**config.mk**
```make
export PLATFORM = sky130hd
export DESIGN_NAME = cpu_mul
export DESIGN_NICKNAME = d
export VERILOG_FILES = /design/src/design/cpu_pkg.sv /design/src/design/cpu_mul.sv
export SDC_FILE = /design/constraint.sdc
export NUM_CORES = 2
export LEC_CHECK = 0
export ABC_AREA = 1
export ABC_CLOCK_PERIOD_IN_PS = 15820
export BUFFER_PORTS_ARGS = -buffer_cell sky130_fd_sc_hd__buf_2
export CAP_MARGIN = 20
export CORE_ASPECT_RATIO = 0.8
export CORE_UTILIZATION = 50
export CTS_BUF_LIST = sky130_fd_sc_hd__clkbuf_8
export DETAILED_ROUTE_END_ITERATION = 8
export PLACE_DENSITY = 0.78
export SLEW_MARGIN = 20
export SYNTH_ARGS = -nofsm -noshare
export SYNTH_HDL_FRONTEND = slang
export SYNTH_SLANG_ARGS = --single-unit
```
**constraint.sdc**
```tcl
create_clock -name clock -period 15.82 [get_ports clock]
set_clock_uncertainty 0.05 [all_clocks]
set_input_delay 0.791 -clock clock [delete_from_list [all_inputs] [get_ports clock]]
set_output_delay 0.791 -clock clock [all_outputs]
set_load 0.01 [all_outputs]
```
**src/design/cpu_pkg.sv**
```systemverilog
// Shared types, constants and arithmetic helpers for the camera pose update block.
`default_nettype none
package cpu_pkg;
   localparam int FracBitsDef    = 16;
   localparam int CordicStepsDef = 16;
   localparam int AngBits        = 30;
   localparam int AtanCount      = 24;
   localparam logic signed [63:0] HalfPiQ30  = 64'sd1686629713;
   localparam logic signed [63:0] CordicGain = 64'sd652032874;

   typedef enum logic [2:0] {
      CMD_MOVE    = 3'd0,
      CMD_STRAFE  = 3'd1,
      CMD_ROTATE  = 3'd2,
      CMD_SET_POS = 3'd3,
      CMD_SET_VIEW = 3'd4
   } cmd_type;

   typedef enum logic [1:0] {
      CSR_UP_X = 2'd0,
      CSR_UP_Y = 2'd1,
      CSR_UP_Z = 2'd2
   } csr_index_type;

   function automatic logic signed [63:0] atan_q30(input logic [4:0] i);
      logic signed [63:0] r;
      case (i)
         5'd0:  r = 64'sd843314857;
         5'd1:  r = 64'sd497837829;
         5'd2:  r = 64'sd263043837;
         5'd3:  r = 64'sd133525159;
         5'd4:  r = 64'sd67021687;
         5'd5:  r = 64'sd33543516;
         5'd6:  r = 64'sd16775851;
         5'd7:  r = 64'sd8388437;
         5'd8:  r = 64'sd4194283;
         5'd9:  r = 64'sd2097149;
         default: r = (i < 5'd24) ? (64'sd1 <<< (30 - i)) : 64'sd0;
      endcase
      return r;
   endfunction

   function automatic logic signed [31:0] sat32(input logic signed [63:0] v);
      logic signed [31:0] r;
      if (v > 64'sd2147483647) r = 32'sh7fffffff;
      else if (v < -64'sd2147483648) r = 32'sh80000000;
      else r = v[31:0];
      return r;
   endfunction
endpackage
`default_nettype wire

```
**src/design/cpu_mul.sv**
```systemverilog
// Shared signed multiplier with registered product and rounding shift.
`default_nettype none
module cpu_mul (
   input  wire logic                clock,
   input  wire logic signed [33:0]  op_a,
   input  wire logic signed [33:0]  op_b,
   input  wire logic [5:0]          shift,
   output logic signed [63:0]       result
);
   import cpu_pkg::*;
   logic signed [67:0] prod;
   logic signed [67:0] rounded;
   logic signed [63:0] result_ff, result_in;
   // Product rounded: add half an LSB then arithmetic shift (floor).
   always_comb begin
      prod = op_a * op_b;
      rounded = prod;
      if (shift != 6'd0) rounded = (prod + (68'sd1 <<< (shift - 6'd1))) >>> shift;
      result_in = rounded[63:0];
   end
   always_ff @(posedge clock) begin
      result_ff <= result_in;
   end
   assign result = result_ff;
endmodule
`default_nettype wire

```
Word-level counts from Yosys, hierarchy flattened
Index checks and enable logic that the tools add are counted.

word-level totals
  word-level logic and storage cells = 8
  output and inout bits = 64
  bits of input ports = 75
  register bits after elaboration = 64

operators by class
  shift-type cells = 2
  mux-type cells = 1
  add/sub/neg operators = 2
  multipliers = 1
  reductions and logical operators = 1

operators with widths
  cell                                                number
  adder 68 bit                                        1
  multiplier 34 x 34 -> 68 bit                        1
  <<< shifter 2 x 6 -> 68 bit (first input constant)  1
  >>> shifter 68 x 6 -> 64 bit                        1
  two-way mux 64 bit                                  1
  nonzero test 6 bit                                  1
  subtractor 6 x 1 -> 6 bit (second input constant)   1

Longest topological paths before layout
  word-level depth = 5
  depth in mapped cells = 62
  mapped depth without buffers = 60

Worst setup path before layout
OpenSTA, ideal clock, no wires.

  path type = input to register
  start point = input port op_a[33]
  end point = register result_ff[34] (netlist: result[34])
  path slack = 6.178 ns
  data required time = 15.657 ns
  data arrival time = 9.478 ns
  stages on the path = 46
  setup time = 0.113 ns
  cell sequence = clkbuf_1 clkbuf_1 nand2_1 inv_1 fa_1 fa_1 fa_1 fa_1 inv_1 fa_1 inv_1 fa_1 inv_1 fa_1 inv_1 fa_1 ha_1 nand2_1 [10 not listed] and3_1 nand2_2 nand2_2 nand3_2 nand2_4 nand3_2 nand2_2 nand3_1 nand3_2 nand2_1 nand2_2 nand2_2 nand2_2 nand2_1 nand2_1 nand2_1 nand3_1 nand2_1

on the way
  cells in the longest elaborated chain, start to end = 4

RTL lines
  element                           line           RTL
  start, declared                   cpu_mul.sv:5   input wire logic signed [33:0] op_a,
  multiplier 34 x 34 -> 68 bit (*)  cpu_mul.sv:16  prod = op_a * op_b;
  adder 68 bit                      cpu_mul.sv:18  if (shift != 6'd0) rounded = (prod + (68'sd1 <<< (shift - 6'd1))) >>> shift;
  >>> shifter 68 x 6 -> 64 bit      cpu_mul.sv:18
  two-way mux 64 bit (*)            cpu_mul.sv:18
  net rounded[34]                   cpu_mul.sv:12  logic signed [67:0] rounded;
  end signal, assigned              cpu_mul.sv:22  result_ff <= result_in;
  end, declared                     cpu_mul.sv:13  logic signed [63:0] result_ff, result_in;

Mark *: on every way through the listed nets, which the timed path passes. The rest lies on a longest branch.

Final worst setup path
  start point = input port op_b[7]
  end point = register result_ff[51] (netlist: result[51])

on the way
  cells in the longest elaborated chain, start to end = 4

RTL lines
  element                           line           RTL
  start, declared                   cpu_mul.sv:6   input wire logic signed [33:0] op_b,
  multiplier 34 x 34 -> 68 bit (*)  cpu_mul.sv:16
  adder 68 bit                      cpu_mul.sv:18
  >>> shifter 68 x 6 -> 64 bit      cpu_mul.sv:18
  two-way mux 64 bit (*)            cpu_mul.sv:18
  net rounded[51]                   cpu_mul.sv:12

Marks and branches as above.

==> results.md <==
- Max FFs per register: 64
- Worst hold endpoint: result[17]$_DFF_P_
- Crit Path Category: in2reg
- Wire length on met1: 75400 um
- Final setup fails: 0
- Crit path largest cell delay: 0.83 ns
- Part of the cycle the worst path needs: 76.9%
- Synth top area share: 45.9%
- Post-Syn Area per Cell: 7.28 um^2
- Cell taking the most area after synthesis: fa_1
- Number of global-route vias before repair: 47800
- Vias per cell: 5.50
- Reg clk slew, reported paths: 0.08 ns
- Critical path arrival: 12.37 ns
- WL met2: 78500 um
- CP endpoint kind: register
- Total core area: 0.107 mm^2
- Area growth syn-to-layout: 2.75%
- Most common cell in the netlist: inv_1
- Drt first-iter violations: 5992
- Fmax: 82.2 MHz
- Shortest period the worst path allows: 12.17 ns
- Total Wirelength: 181000 um
- Worst hold margin: 0.970 ns
- Routability cong.: 1.07
- Row count: 107
- RSZ-0062 raised after global routing: no
- Die Y: 297 um
- Status: finished, final reports clean
- Drt drc: 0
- Die ar.: 0.110 mm^2
- IO Pins: 139
- Setup TNS: 0 ns
- First-pass GRT wire length: 283000 um
- Post-cts resize count: 0
- Initial Util: 50.7%
- CTS Hold Buffers Added: 0
- Area occupied by multi-input gates: 0.0440 mm^2
- Number of synthesized flops with an enable pin: 0
- Hold Path Stages: 4
- Post-CTS setup buffer count: 0
- WP data required: 16.02 ns
- Top cells by area, synth: fa_1, inv_1, nand2_1, ha_1, nand3_1
- CP max-delay cell: fa_1
- Yosys warns: 0
- FFs w/ async S/R, synth: 0%
- Final hold vios: 0
- Sequential fraction of the synthesis area: 2.36%
- Layout filler cell count: 10300
- Die X: 370 um
- Startpoint type of the worst setup path: input pin
- Synth Instances: 7450
- H-tree Lvls: 3
- Uppermost layer routed: met5
- Synth Flop Type: dfxtp_1
- Fraction of layout cells with a size suffix above 1: 4.50%
- Clk buf depth: 2
- GRT Resource Usage Total: 33.6%
- Synth unique cells: 59
- Fin. max-slew vios: 0
- Worst hold-check path type: in2reg
- Met3 Wirelength: 21200 um
- Setup ws final: 3.65 ns
- # port buffers: 138
- CTS tree: done
- Antenna Violating Nets Remaining: 0
- Total global routing overflow: 0
- Critical Path Fanout Max: 34
- Number of synthesized register bits: 64
- WL/cell: 20.8 um
- CTS Sinks: 64
- CTS Buf Count: 9
- Largest net degree at the start of global routing: 71
- Syn Nets: 9035
- Post-Synthesis Cell Area: 0.0542 mm^2
- DR pass1 iterations: 7
- Hold path startpoint: shift[4]
- Worst-margin pin slew: 1.07 ns
- Final nets: 8849
- DPL Wire Length: 155000 um
- Max-slew headroom: 27.9%
- Via count: 47800
- Most used cell along the critical path: fa_1
- Initial antenna violation count: 8
- Post-Place Worst Slack: 3.45 ns
- CTS root buf: clkbuf_8
- Max-Cap Viols: 0
- FF+latch area: 0.00128 mm^2
- Synth top cells by count: inv_1, nand2_1, fa_1
cell type report:
class / count / area share (%)
Antenna cell: 4 / 0.0180
Tap cell: 1417 / 3.18
Timing Repair Buffer: 179 / 1.79
Clock buffer: 10 / 0.247
Inverter: 1976 / 13.3
Multi-Input combinational cell: 5034 / 79.0
Clock inverter: 6 / 0.121
Sequential cell: 64 / 2.30
how the worst max path moves through the flow:
| stage | slack [ns] | startpoint | cells after the start | to |
|---|---|---|---|---|
| after global routing | 3.18 | op_b[7] | 39 | result[51]$_DFF_P_ |
| after floorplan | 6.18 | op_a[33] | 46 | result[34]$_DFF_P_ |
| after detailed placement | 3.45 | op_b[7] | 38 | result[51]$_DFF_P_ |
| after global placement | 3.54 | op_b[7] | 38 | result[51]$_DFF_P_ |
| final | 3.65 | op_b[7] | 38 | result[51]$_DFF_P_ |
| after CTS | 3.81 | op_b[7] | 38 | result[51]$_DFF_P_ |
cell usage in the layout (no fill, tap or decap), drive strengths merged, types with 5 or more instances in the layout:
cell type  instances
inv             1974
nand2           1966
fa              1242
nand3            534
nor2             387
ha               268
a21oi            215
buf              179
o21ai            138
dfxtp             64
xor2              59
xnor2             36
a21o              28
or2               22
a31oi             20
o211ai            19
nor3              19
o21bai            13
clkbuf            10
a22oi              8
nand4              8
o21a               7
nor4               7
mux2i              6
a21boi             6
and3               5
clkinv             5
through the flow:
step	instances	util, %	area (um^2)
finish	8690	52.1	55700
CTS	8686	52.1	55700
global route	8687	52.1	55700
global placement	8670	51.9	55500
floorplan	7450	-	54200
detailed placement	8670	51.9	55500
critical path, delay by kind of cell:
kind	cells	cell delay (ns)
adder cells (fa/ha/maj)	10	5.57
AND/OR/NAND/NOR	13	2.03
AO/OA/AOI/OAI	7	1.79
buffers and inverters	7	1.49
XOR/XNOR	1	0.63
layer usage:
layer	global-route usage [%]	up-vias
met5	0	-
met4	8.35	8
met3	7.60	351
met2	50.8	2673
met1	48.8	23600
li1	-	21100
kinds of logic (layout without fill, tap and decap cells):
logic type	after synthesis	in the layout	synth area share [%]
AND/OR/NAND/NOR	2952	2952	22.4
AO/OA/AOI/OAI	471	471	5.05
adder cells (fa/ha/maj)	1510	1510	52.1
other	0	4	0
XOR/XNOR	95	95	1.55
multiplexers	6	6	0.111
flip-flops	64	64	2.36
buffers and inverters	2352	2171	16.4
Power is not shown: default switching activity piles up to over one toggle a cycle in this logic, so the estimate is an artifact.
